`src/design/rcd_pkg.sv`:
```
// ----------------------------------------------------------------------------
// rcd_pkg
// Shared types and constants for the chunk stream deframer.
// ----------------------------------------------------------------------------
package rcd_pkg;

  localparam int STREAM_SLOTS = 8;
  localparam int SLOT_W = (STREAM_SLOTS > 1) ? $clog2(STREAM_SLOTS) : 1;
  localparam int QUEUE_DEPTH = 4;
  localparam int QUEUE_AW = $clog2(QUEUE_DEPTH);

  localparam logic [23:0] TS_EXTENDED = 24'hFFFFFF;
  localparam logic [16:0] CS_OFFSET = 17'd64;

  localparam logic [1:0] KIND_PAYLOAD = 2'd0;
  localparam logic [1:0] KIND_EMPTY = 2'd1;
  localparam logic [1:0] KIND_TABLE_FULL = 2'd2;
  localparam logic [1:0] KIND_NO_HEADER = 2'd3;

  localparam logic [7:0] MSG_SET_CHUNK = 8'd1;
  localparam logic [7:0] MSG_ABORT = 8'd2;
  localparam logic [7:0] MSG_WINDOW = 8'd5;

  localparam logic REG_CHUNK_SIZE = 1'b0;
  localparam logic REG_WINDOW_SIZE = 1'b1;

  localparam logic [30:0] RESET_CHUNK_SIZE = 31'd128;
  localparam logic [31:0] RESET_WINDOW_SIZE = 32'd2500000;

  typedef enum logic [3:0] {
    PH_BASIC,
    PH_CS1,
    PH_CS2,
    PH_TS,
    PH_LEN,
    PH_TYPE,
    PH_MSID,
    PH_EXT,
    PH_DATA
  } phase_t;

  typedef struct packed {
    logic [16:0] tag;
    logic [31:0] time_abs;
    logic [23:0] length;
    logic [7:0]  type_id;
    logic [31:0] msg_stream;
  } slot_t;

  typedef struct packed {
    logic [1:0]  kind;
    logic [7:0]  payload_byte;
    logic [16:0] chunk_stream;
    logic [7:0]  msg_type;
    logic [31:0] msg_stream;
    logic [31:0] msg_time;
    logic [23:0] msg_length;
    logic        last_of_message;
    logic        ack_needed;
    logic [31:0] ack_count;
  } result_t;

endpackage

```
`src/design/rcd_front.sv`:
```
// ----------------------------------------------------------------------------
// rcd_front
// Byte parser: header decode, chunk stream table, control messages and
// received byte accounting; emits at most one result per byte.
// ----------------------------------------------------------------------------
module rcd_front import rcd_pkg::*; (
  input  logic        clk,
  input  logic        rst,
  input  logic        in_take,
  input  logic [7:0]  in_byte,
  input  logic        cfg_write,
  input  logic        cfg_index,
  input  logic [31:0] cfg_data,
  output logic        res_valid,
  output result_t     res
);

  phase_t      phase, phase_next;
  logic [2:0]  fbc, fbc_next;
  logic [1:0]  fmt, fmt_next;
  logic [16:0] sid, sid_next;
  logic [31:0] tm, tm_next;
  logic [23:0] len, len_next;
  logic [7:0]  typ, typ_next;
  logic [31:0] msid, msid_next;
  logic [23:0] cleft, cleft_next;
  logic [30:0] csize, csize_next;
  logic [31:0] wsize, wsize_next;
  logic [31:0] rcnt, rcnt_next;
  logic [31:0] cval, cval_next;
  logic [SLOT_W-1:0] cslot, cslot_next;

  logic [STREAM_SLOTS-1:0] valid, valid_next;
  slot_t       slots [STREAM_SLOTS];
  logic [23:0] acc [STREAM_SLOTS];

  logic              slot_we;
  slot_t             slot_wdata;
  logic              acc_we;
  logic [23:0]       acc_wdata;

  logic              do_begin, do_finish, put_en, put_last, put_end;
  logic [1:0]        put_kind;
  logic [7:0]        put_byte;
  logic              hit, free_hit;
  logic [SLOT_W-1:0] hit_idx, free_idx;
  logic [23:0]       acc_cur, rem, acc_inc;
  logic [30:0]       eff;
  logic              is_last, ack;
  slot_t             rd;

  always_comb begin
    phase_next = phase;
    fbc_next = fbc;
    fmt_next = fmt;
    sid_next = sid;
    tm_next = tm;
    len_next = len;
    typ_next = typ;
    msid_next = msid;
    cleft_next = cleft;
    csize_next = csize;
    wsize_next = wsize;
    rcnt_next = rcnt;
    cval_next = cval;
    cslot_next = cslot;
    valid_next = valid;
    slot_we = 1'b0;
    slot_wdata = '0;
    acc_we = 1'b0;
    acc_wdata = '0;
    do_begin = 1'b0;
    do_finish = 1'b0;
    put_en = 1'b0;
    put_kind = KIND_PAYLOAD;
    put_byte = '0;
    put_last = 1'b0;
    put_end = 1'b0;
    hit = 1'b0;
    free_hit = 1'b0;
    hit_idx = '0;
    free_idx = '0;
    acc_cur = '0;
    rem = '0;
    acc_inc = '0;
    eff = '0;
    is_last = 1'b0;
    ack = 1'b0;
    rd = '0;
    res = '0;

    if (cfg_write) begin
      if (cfg_index == REG_CHUNK_SIZE) begin
        csize_next = cfg_data[30:0];
      end else begin
        wsize_next = cfg_data;
      end
    end

    if (in_take) begin
      rcnt_next = rcnt + 32'd1;
      case (phase)
        PH_BASIC: begin
          fmt_next = in_byte[7:6];
          sid_next = {11'd0, in_byte[5:0]};
          if (in_byte[5:0] == 6'd0) begin
            phase_next = PH_CS1;
          end else if (in_byte[5:0] == 6'd1) begin
            fbc_next = '0;
            sid_next = '0;
            phase_next = PH_CS2;
          end else begin
            do_begin = 1'b1;
          end
        end
        PH_CS1: begin
          sid_next = {9'd0, in_byte} + CS_OFFSET;
          do_begin = 1'b1;
        end
        PH_CS2: begin
          if (fbc == 3'd0) begin
            sid_next = {9'd0, in_byte};
            fbc_next = 3'd1;
          end else begin
            sid_next = sid + {1'b0, in_byte, 8'd0} + CS_OFFSET;
            do_begin = 1'b1;
          end
        end
        PH_TS: begin
          tm_next = {tm[23:0], in_byte};
          fbc_next = fbc + 3'd1;
          if (fbc_next == 3'd3) begin
            fbc_next = '0;
            if (fmt == 2'd2) begin
              if (tm_next == {8'd0, TS_EXTENDED}) begin
                tm_next = '0;
                phase_next = PH_EXT;
              end else begin
                do_finish = 1'b1;
              end
            end else begin
              phase_next = PH_LEN;
            end
          end
        end
        PH_LEN: begin
          len_next = {len[15:0], in_byte};
          fbc_next = fbc + 3'd1;
          if (fbc_next == 3'd3) begin
            fbc_next = '0;
            phase_next = PH_TYPE;
          end
        end
        PH_TYPE: begin
          typ_next = in_byte;
          if (fmt == 2'd0) begin
            phase_next = PH_MSID;
          end else if (tm == {8'd0, TS_EXTENDED}) begin
            tm_next = '0;
            phase_next = PH_EXT;
          end else begin
            do_finish = 1'b1;
          end
        end
        PH_MSID: begin
          msid_next = msid | ({24'd0, in_byte} << {fbc[1:0], 3'd0});
          fbc_next = fbc + 3'd1;
          if (fbc_next == 3'd4) begin
            fbc_next = '0;
            if (tm == {8'd0, TS_EXTENDED}) begin
              tm_next = '0;
              phase_next = PH_EXT;
            end else begin
              do_finish = 1'b1;
            end
          end
        end
        PH_EXT: begin
          tm_next = {tm[23:0], in_byte};
          fbc_next = fbc + 3'd1;
          if (fbc_next == 3'd4) begin
            fbc_next = '0;
            do_finish = 1'b1;
          end
        end
        PH_DATA: begin
          acc_cur = acc[cslot];
          if (acc_cur < 24'd4) begin
            cval_next = {cval[23:0], in_byte};
          end
          acc_inc = acc_cur + 24'd1;
          cleft_next = cleft - 24'd1;
          is_last = acc_inc >= len;
          acc_we = 1'b1;
          acc_wdata = is_last ? 24'd0 : acc_inc;
          if (is_last && len >= 24'd4) begin
            if (typ == MSG_SET_CHUNK) begin
              csize_next = cval_next[30:0];
            end else if (typ == MSG_WINDOW) begin
              wsize_next = cval_next;
            end else if (typ == MSG_ABORT) begin
              for (int i = 0; i < STREAM_SLOTS; i++) begin
                if (valid[i] && {15'd0, slots[i].tag} == cval_next) begin
                  valid_next[i] = 1'b0;
                end
              end
            end
          end
          if (cleft_next == 24'd0) begin
            phase_next = PH_BASIC;
          end
          put_en = 1'b1;
          put_kind = KIND_PAYLOAD;
          put_byte = in_byte;
          put_last = is_last;
          put_end = cleft_next == 24'd0;
        end
        default: begin
          phase_next = PH_BASIC;
        end
      endcase

      if (do_begin) begin
        for (int i = STREAM_SLOTS - 1; i >= 0; i--) begin
          if (valid[i]) begin
            if (slots[i].tag == sid_next) begin
              hit = 1'b1;
              hit_idx = SLOT_W'(i);
            end
          end else begin
            free_hit = 1'b1;
            free_idx = SLOT_W'(i);
          end
        end
        if (!hit && fmt_next != 2'd0) begin
          phase_next = PH_BASIC;
          put_en = 1'b1;
          put_kind = KIND_NO_HEADER;
        end else if (!hit && !free_hit) begin
          phase_next = PH_BASIC;
          put_en = 1'b1;
          put_kind = KIND_TABLE_FULL;
        end else begin
          cslot_next = hit ? hit_idx : free_idx;
          tm_next = '0;
          fbc_next = '0;
          if (fmt_next == 2'd3) begin
            do_finish = 1'b1;
          end else begin
            if (fmt_next == 2'd0) begin
              len_next = '0;
              typ_next = '0;
              msid_next = '0;
            end else if (fmt_next == 2'd1) begin
              len_next = '0;
              typ_next = '0;
            end
            phase_next = PH_TS;
          end
        end
      end

      if (do_finish) begin
        rd = slots[cslot_next];
        acc_cur = '0;
        if (fmt_next == 2'd3) begin
          tm_next = rd.time_abs;
          len_next = rd.length;
          typ_next = rd.type_id;
          msid_next = rd.msg_stream;
          acc_cur = acc[cslot_next];
        end else if (fmt_next != 2'd0) begin
          tm_next = tm_next + rd.time_abs;
          msid_next = rd.msg_stream;
          if (fmt_next == 2'd2) begin
            len_next = rd.length;
            typ_next = rd.type_id;
          end
        end
        valid_next[cslot_next] = 1'b1;
        slot_we = 1'b1;
        slot_wdata = '{tag: sid_next, time_abs: tm_next, length: len_next,
                       type_id: typ_next, msg_stream: msid_next};
        rem = (acc_cur < len_next) ? (len_next - acc_cur) : 24'd0;
        eff = (csize_next == 31'd0) ? 31'd1 : csize_next;
        cleft_next = ({7'd0, rem} < eff) ? rem : eff[23:0];
        acc_we = 1'b1;
        acc_wdata = acc_cur;
        if (cleft_next == 24'd0) begin
          acc_wdata = '0;
          phase_next = PH_BASIC;
          put_en = 1'b1;
          put_kind = KIND_EMPTY;
          put_last = 1'b1;
          put_end = 1'b1;
        end else begin
          if (acc_cur == 24'd0) begin
            cval_next = '0;
          end
          phase_next = PH_DATA;
        end
      end

      if (put_en) begin
        ack = put_end && (rcnt_next > wsize_next);
        res.kind = put_kind;
        res.payload_byte = put_byte;
        res.chunk_stream = sid_next;
        if (put_kind != KIND_TABLE_FULL && put_kind != KIND_NO_HEADER) begin
          res.msg_type = typ_next;
          res.msg_stream = msid_next;
          res.msg_time = tm_next;
          res.msg_length = len_next;
        end
        res.last_of_message = put_last;
        res.ack_needed = ack;
        res.ack_count = ack ? rcnt_next : 32'd0;
        if (ack) begin
          rcnt_next = '0;
        end
      end
    end
  end

  assign res_valid = in_take && put_en;

  always_ff @(posedge clk) begin
    if (rst) begin
      phase <= PH_BASIC;
      fbc <= '0;
      fmt <= '0;
      sid <= '0;
      tm <= '0;
      len <= '0;
      typ <= '0;
      msid <= '0;
      cleft <= '0;
      csize <= RESET_CHUNK_SIZE;
      wsize <= RESET_WINDOW_SIZE;
      rcnt <= '0;
      cval <= '0;
      cslot <= '0;
      valid <= '0;
    end else begin
      phase <= phase_next;
      fbc <= fbc_next;
      fmt <= fmt_next;
      sid <= sid_next;
      tm <= tm_next;
      len <= len_next;
      typ <= typ_next;
      msid <= msid_next;
      cleft <= cleft_next;
      csize <= csize_next;
      wsize <= wsize_next;
      rcnt <= rcnt_next;
      cval <= cval_next;
      cslot <= cslot_next;
      valid <= valid_next;
    end
  end

  always_ff @(posedge clk) begin
    if (slot_we) begin
      slots[cslot_next] <= slot_wdata;
    end
    if (acc_we) begin
      acc[cslot_next] <= acc_wdata;
    end
  end

endmodule

```
`src/design/rcd_queue.sv`:
```
// ----------------------------------------------------------------------------
// rcd_queue
// Result queue between the parser and the consumer; the head entry drives
// the result ports.
// ----------------------------------------------------------------------------
module rcd_queue import rcd_pkg::*; (
  input  logic    clk,
  input  logic    rst,
  input  logic    wr_en,
  input  result_t wr_data,
  input  logic    rd_en,
  output result_t rd_data,
  output logic    full,
  output logic    empty
);

  result_t             entries [QUEUE_DEPTH];
  logic [QUEUE_AW-1:0] wr_ptr, rd_ptr;
  logic [QUEUE_AW:0]   count;
  logic                do_wr, do_rd;

  assign full = count == (QUEUE_AW + 1)'(QUEUE_DEPTH);
  assign empty = count == '0;
  assign do_wr = wr_en && !full;
  assign do_rd = rd_en && !empty;
  assign rd_data = entries[rd_ptr];

  always_ff @(posedge clk) begin
    if (rst) begin
      wr_ptr <= '0;
      rd_ptr <= '0;
      count <= '0;
    end else begin
      if (do_wr) begin
        wr_ptr <= wr_ptr + 1'b1;
      end
      if (do_rd) begin
        rd_ptr <= rd_ptr + 1'b1;
      end
      if (do_wr && !do_rd) begin
        count <= count + 1'b1;
      end else if (do_rd && !do_wr) begin
        count <= count - 1'b1;
      end
    end
  end

  always_ff @(posedge clk) begin
    if (do_wr) begin
      entries[wr_ptr] <= wr_data;
    end
  end

endmodule

```
`src/design/rtmp_chunk_deframer.sv`:
```
// ----------------------------------------------------------------------------
// rtmp_chunk_deframer
// Chunk stream deframer: received bytes in, at most one tagged result per byte out.
// ----------------------------------------------------------------------------
// Input side is a push interface: drive in_byte and push; a byte transfers on a
// clock edge with push high and full low. Every byte is parsed in the cycle it
// transfers, so a byte can transfer in every cycle while full is low.
// Result side is a queue: while empty is low the oldest result is on the
// result ports; it transfers on an edge with pop high. A result is queued on
// the edge its byte transfers and shows once all older results are popped.
// Header bytes give no result, except error and empty-message results.
// The parser and the consumer are parted by a four-entry result queue; full
// rises only when that queue holds four results, so a stalled consumer
// stops input after four pending results and nothing is lost.
// Configuration writes (cfg_write, cfg_index, cfg_data) load the live chunk
// size or window size; the user must make them while the block is idle, as
// the block does not enforce it. Reset (rst, synchronous) empties the queue,
// clears the stream table and returns the chunk size to 128, window 2500000.
// ----------------------------------------------------------------------------
module rtmp_chunk_deframer import rcd_pkg::*; (
  input  logic        clk,
  input  logic        rst,
  input  logic        push,
  output logic        full,
  input  logic [7:0]  in_byte,
  input  logic        cfg_write,
  input  logic        cfg_index,
  input  logic [31:0] cfg_data,
  output logic        empty,
  input  logic        pop,
  output logic [1:0]  kind,
  output logic [7:0]  payload_byte,
  output logic [16:0] chunk_stream,
  output logic [7:0]  msg_type,
  output logic [31:0] msg_stream,
  output logic [31:0] msg_time,
  output logic [23:0] msg_length,
  output logic        last_of_message,
  output logic        ack_needed,
  output logic [31:0] ack_count
);

  logic    take;
  logic    res_valid;
  result_t res, head;

  assign take = push && !full;

  rcd_front u_front (
    .clk       (clk),
    .rst       (rst),
    .in_take   (take),
    .in_byte   (in_byte),
    .cfg_write (cfg_write),
    .cfg_index (cfg_index),
    .cfg_data  (cfg_data),
    .res_valid (res_valid),
    .res       (res)
  );

  rcd_queue u_queue (
    .clk     (clk),
    .rst     (rst),
    .wr_en   (res_valid),
    .wr_data (res),
    .rd_en   (pop),
    .rd_data (head),
    .full    (full),
    .empty   (empty)
  );

  assign kind = head.kind;
  assign payload_byte = head.payload_byte;
  assign chunk_stream = head.chunk_stream;
  assign msg_type = head.msg_type;
  assign msg_stream = head.msg_stream;
  assign msg_time = head.msg_time;
  assign msg_length = head.msg_length;
  assign last_of_message = head.last_of_message;
  assign ack_needed = head.ack_needed;
  assign ack_count = head.ack_count;

endmodule

```
`config.mk`:
```
export PLATFORM = sky130hd
export DESIGN_NAME = rtmp_chunk_deframer
export DESIGN_NICKNAME = d
export VERILOG_FILES = /design/src/design/rcd_pkg.sv /design/src/design/rcd_front.sv /design/src/design/rcd_queue.sv /design/src/design/rtmp_chunk_deframer.sv
export SDC_FILE = /design/constraint.sdc
export NUM_CORES = 2
export LEC_CHECK = 0
export BUFFER_PORTS_ARGS = -buffer_cell sky130_fd_sc_hd__buf_2
export CELL_PAD_IN_SITES_DETAIL_PLACEMENT = 1
export CELL_PAD_IN_SITES_GLOBAL_PLACEMENT = 1
export CORE_MARGIN = 1.5
export CORE_UTILIZATION = 38
export CTS_CLUSTER_DIAMETER = 30
export DETAILED_ROUTE_END_ITERATION = 7
export PLACE_DENSITY = 0.71
export SETUP_SLACK_MARGIN = 0.3
export SYNTH_ARGS = -nofsm -noshare
export SYNTH_HDL_FRONTEND = slang
export SYNTH_SLANG_ARGS = --single-unit
```
`constraint.sdc`:
```
create_clock -name clk -period 26 [get_ports clk]
set_input_delay 3.9 -clock clk [delete_from_list [all_inputs] [get_ports clk]]
set_output_delay 3.9 -clock clk [all_outputs]
set_load 0.02 [all_outputs]
```
==> flow_metrics.env <==
export IMPL_finalCriticalPeriod_ps=19710
export IMPL_synthFlopType="edfxtp_1"
export IMPL_cts_root_buf="clkbuf_16"
export IMPL_max_stage_delay_ps=770
export IMPL_p_total_mw=13.9
export IMPL_path_clk_slew_ps=50
export IMPL_clock_skew_ps=84.5
export IMPL_hold_path_depth=2
export IMPL_start_util=0.383
export IMPL_clock_path_buffers=4
export IMPL_path_class="in2reg"
export IMPL_rsz0062_at_grt="false"
export IMPL_ioPinCount=205
export IMPL_core_area_um2=258000
export IMPL_placedCellCount=11619
export IMPL_fmaxAchievable_ghz=0.0507
export IMPL_antenna_found_initial=18
export IMPL_grt_pass1_vias=78813
export IMPL_synth_edff_count=1724
export IMPL_hold_class="reg2reg"
export IMPL_htreeDepth=5
export IMPL_r2r_end="u_queue.entries[0][138]"
export IMPL_numCtsBuffers=420
export IMPL_cp_slowest_cell="nor4bb_1"
export IMPL_crit_path_start_kind="primary input"
export IMPL_irDropWorstVdd_mv=0.0799
export IMPL_die_area_um2=263000
export IMPL_cts_setup_buffers=0
export IMPL_place_congestion=1.00
export IMPL_worst_skew_pair_late_latency_ps=920
export IMPL_leakage_nw=42.8
export IMPL_global_route_overflow_total=0
export IMPL_dpl_cell_area_um2=104000
export IMPL_r2r_cells=53
export IMPL_fin_tns_setup_ps=0
export IMPL_r2r_slack_ps=8650
export IMPL_first_pass_iters=6
export IMPL_vias=76392
export IMPL_status="complete, but fails checks"
export IMPL_slew_headroom=-0.0490
export IMPL_hold_buffers=0
export IMPL_worst_pin_slew_ps=1570
export IMPL_cpMostUsedCell="buf_4"
export IMPL_wl_mm=400
export IMPL_crit_required_ps=26510
export IMPL_wl_per_cell_um=32.2
export IMPL_std_cell_rows=186
export IMPL_final_design_area_no_fill_um2=118000
export IMPL_async_flop_share=0
export IMPL_yosys_area_top_type="edfxtp_1"
export IMPL_final_cells=12413
export IMPL_synth_area_leaders="edfxtp_1 52%, dfxtp_1 5.9%, mux4_2 4.7%"
export IMPL_ant_nets=0
export IMPL_holdPathEnd="u_front.rcnt[31]"
export IMPL_endpoint_kind="flop"
export IMPL_synth_area_um2=98700
export IMPL_violations="max-capacitance violations, max-slew violations"
export IMPL_fp_dieH_um=513
export IMPL_grt_first_pass_wirelength_mm=571
export IMPL_die_w_um=513
export IMPL_p_per_area_nw_per_um2=118
export IMPL_hpwl_mm=256
export IMPL_drtIter0Drc=7744
export IMPL_clock_sinks=2017
export IMPL_fin_crit_sh=0.758
export IMPL_drive_above_1_share=0.166
export IMPL_hold_viol=0
export IMPL_synth_top_cell_area_share=0.524
export IMPL_syn_num_nets=8651
export IMPL_io_buffer_count=204
export IMPL_drv_slew=9
export IMPL_vias_per_cell=6.15
export IMPL_critical_path_arrival_ps=20220
export IMPL_setup_viol=0
export IMPL_syn_inst=8444
export IMPL_timing_hold_ws_ps=479
export IMPL_ys_seq_area_frac=0.584
export IMPL_grt_use_total=0.297
export IMPL_layout_nets=8864
export IMPL_worst_path_max_fanout=118
export IMPL_synth_seq_cells=2017
export IMPL_maxCapViolations=2
export IMPL_ys_warnings_count=0
export IMPL_grt_max_degree=160
export IMPL_cts_repair_resized=0
export IMPL_area_growth_pct=19.6
export IMPL_hold_start="u_front.rcnt[31]"
export IMPL_timing_rr_start="u_front.fbc[0]"
export IMPL_drc_errors=0
export IMPL_synth_area_per_cell_um2=11.7
export IMPL_ys_types=102
export IMPL_cts_tree="yes"
[state kept, by name, summed over array words and instances, names as in the netlist, 3 cells and up, named ones only]
signal           count
u_front.acc        192
u_front.phase        4
u_front.rcnt        32
u_front.csize       31
u_front.len         24
u_front.tm          32
u_front.fbc          3
u_queue.count        3
u_front.msid        32
u_front.cval        32
u_front.sid         17
u_front.slots      904
u_queue.entries    628
u_front.cslot        3
u_front.typ          8
u_front.cleft       24
u_front.wsize       32
u_front.valid        8
[layout by cell type, fill, tap and decap left out, types with 90 or more instances in the layout]
cell / count
mux4_2: 208
nor2_1: 1032
xnor2_1: 214
nand3_1: 301
buf_4: 181
xor2_1: 131
edfxtp_1: 1724
mux2i_1: 333
nand4_1: 90
nand2_1: 802
nor3_1: 155
nor4_1: 95
a211oi_1: 181
mux2_2: 98
dfxtp_1: 289
buf_2: 203
a21oi_1: 417
inv_1: 188
ha_1: 158
o21ai_0: 246
o211ai_1: 118
and3_1: 133
clkbuf_16: 424
[cell type report]
class	count	area [µm²]
Antenna cell	14	35.0
Fill cell	26686	140000
Clock inverter	283	3420
Tap cell	3384	4230
Inverter	195	752
Timing Repair Buffer	397	2630
Sequential cell	2017	57600
Multi-Input combinational cell	5626	38300
Clock buffer	497	11100
[metrics by stage]
stage | setup WS [ps] | util
2_1_floorplan | 4720 | -
3_3_place_gp | 5600 | 0.402
3_5_place_dp | 5660 | 0.402
4_1_cts | 6530 | 0.458
5_1_grt | 5290 | 0.458
6_report | 6290 | 0.458
[critical path: cells and delay by family]
family | cells | cell delay [ps]
adder cells (fa/ha/maj) | 4 | 1250
buffers and inverters | 8 | 3370
AND/OR/NAND/NOR | 17 | 4480
AO/OA/AOI/OAI | 23 | 6430
XOR/XNOR | 1 | 230
[cell families (layout without fill, tap and decap cells)]
group | after synthesis | in the layout | synth area share
buffers and inverters | 801 | 1372 | 0.0324
DFF | 2017 | 2017 | 0.584
AOI/OAI and AO/OA | 1573 | 1573 | 0.107
other | 0 | 14 | 0
xor gates and xnor gates | 345 | 345 | 0.0306
adders and majority gates | 161 | 161 | 0.0206
muxes | 642 | 642 | 0.0927
and+or+nand+nor | 2905 | 2905 | 0.133
[how the worst max path moves through the flow]
| stage | start | to | slack, ps | cells past startpoint |
|---|---|---|---|---|
| 6_report | in_byte[0] | u_queue.entries[0][138] | 6290 | 53 |
| 3_3_place_gp | in_byte[7] | u_queue.entries[0][142] | 5600 | 53 |
| 3_5_place_dp | in_byte[7] | u_queue.entries[0][145] | 5660 | 52 |
| 2_1_floorplan | in_byte[3] | u_queue.entries[2][0] | 4720 | 53 |
| 5_1_grt | in_byte[1] | u_queue.entries[0][146] | 5290 | 53 |
| 4_1_cts | in_byte[7] | u_queue.entries[0][148] | 6530 | 52 |
[Yosys cell counts (22+ instances only)]
cell type and instances:
buf_2 82, nor4_1 100, ha_1 158, nand3_1 301, and3_1 133, a22oi_1 60
nor2_1 1040, and2_1 25, nor2b_1 51, a211o_1 26, buf_1 103, o2111ai_1 22
a311oi_1 60, inv_1 192, mux2_2 98, o21ai_0 247, edfxtp_1 1724, or3_1 35
o21a_1 30, a31oi_1 26, a21boi_0 38, nand4_1 90, o31ai_1 44, o211ai_1 118
mux4_2 208, nand2b_1 59, mux2i_1 336, nor3_1 165, xor2_1 131, dfxtp_1 293
xnor2_1 214, nand2_1 806, a21oi_1 419, a21o_1 57, clkbuf_1 404, a211oi_1 181
o22ai_1 58
[per-layer routing]
layer / share of wire / up-vias / wire (µm) / global-route usage
met5: 0.00010 / - / 41 / 0
met4: 0.060 / 6 / 24100 / 0.165
met3: 0.075 / 1036 / 30100 / 0.0547
met2: 0.47 / 3734 / 188000 / 0.483
met1: 0.39 / 39376 / 158000 / 0.373
li1: - / 32240 / - / -
[power by group]
group / internal, mW / switching (mW) / leakage, nW / total (mW)
clock: 3.59 / 1.87 / 6.96 / 5.46
combinational: 1.42 / 3.12 / 16.3 / 4.54
sequential: 3.77 / 0.138 / 19.6 / 3.91
Power figures use the tool's default switching activity.
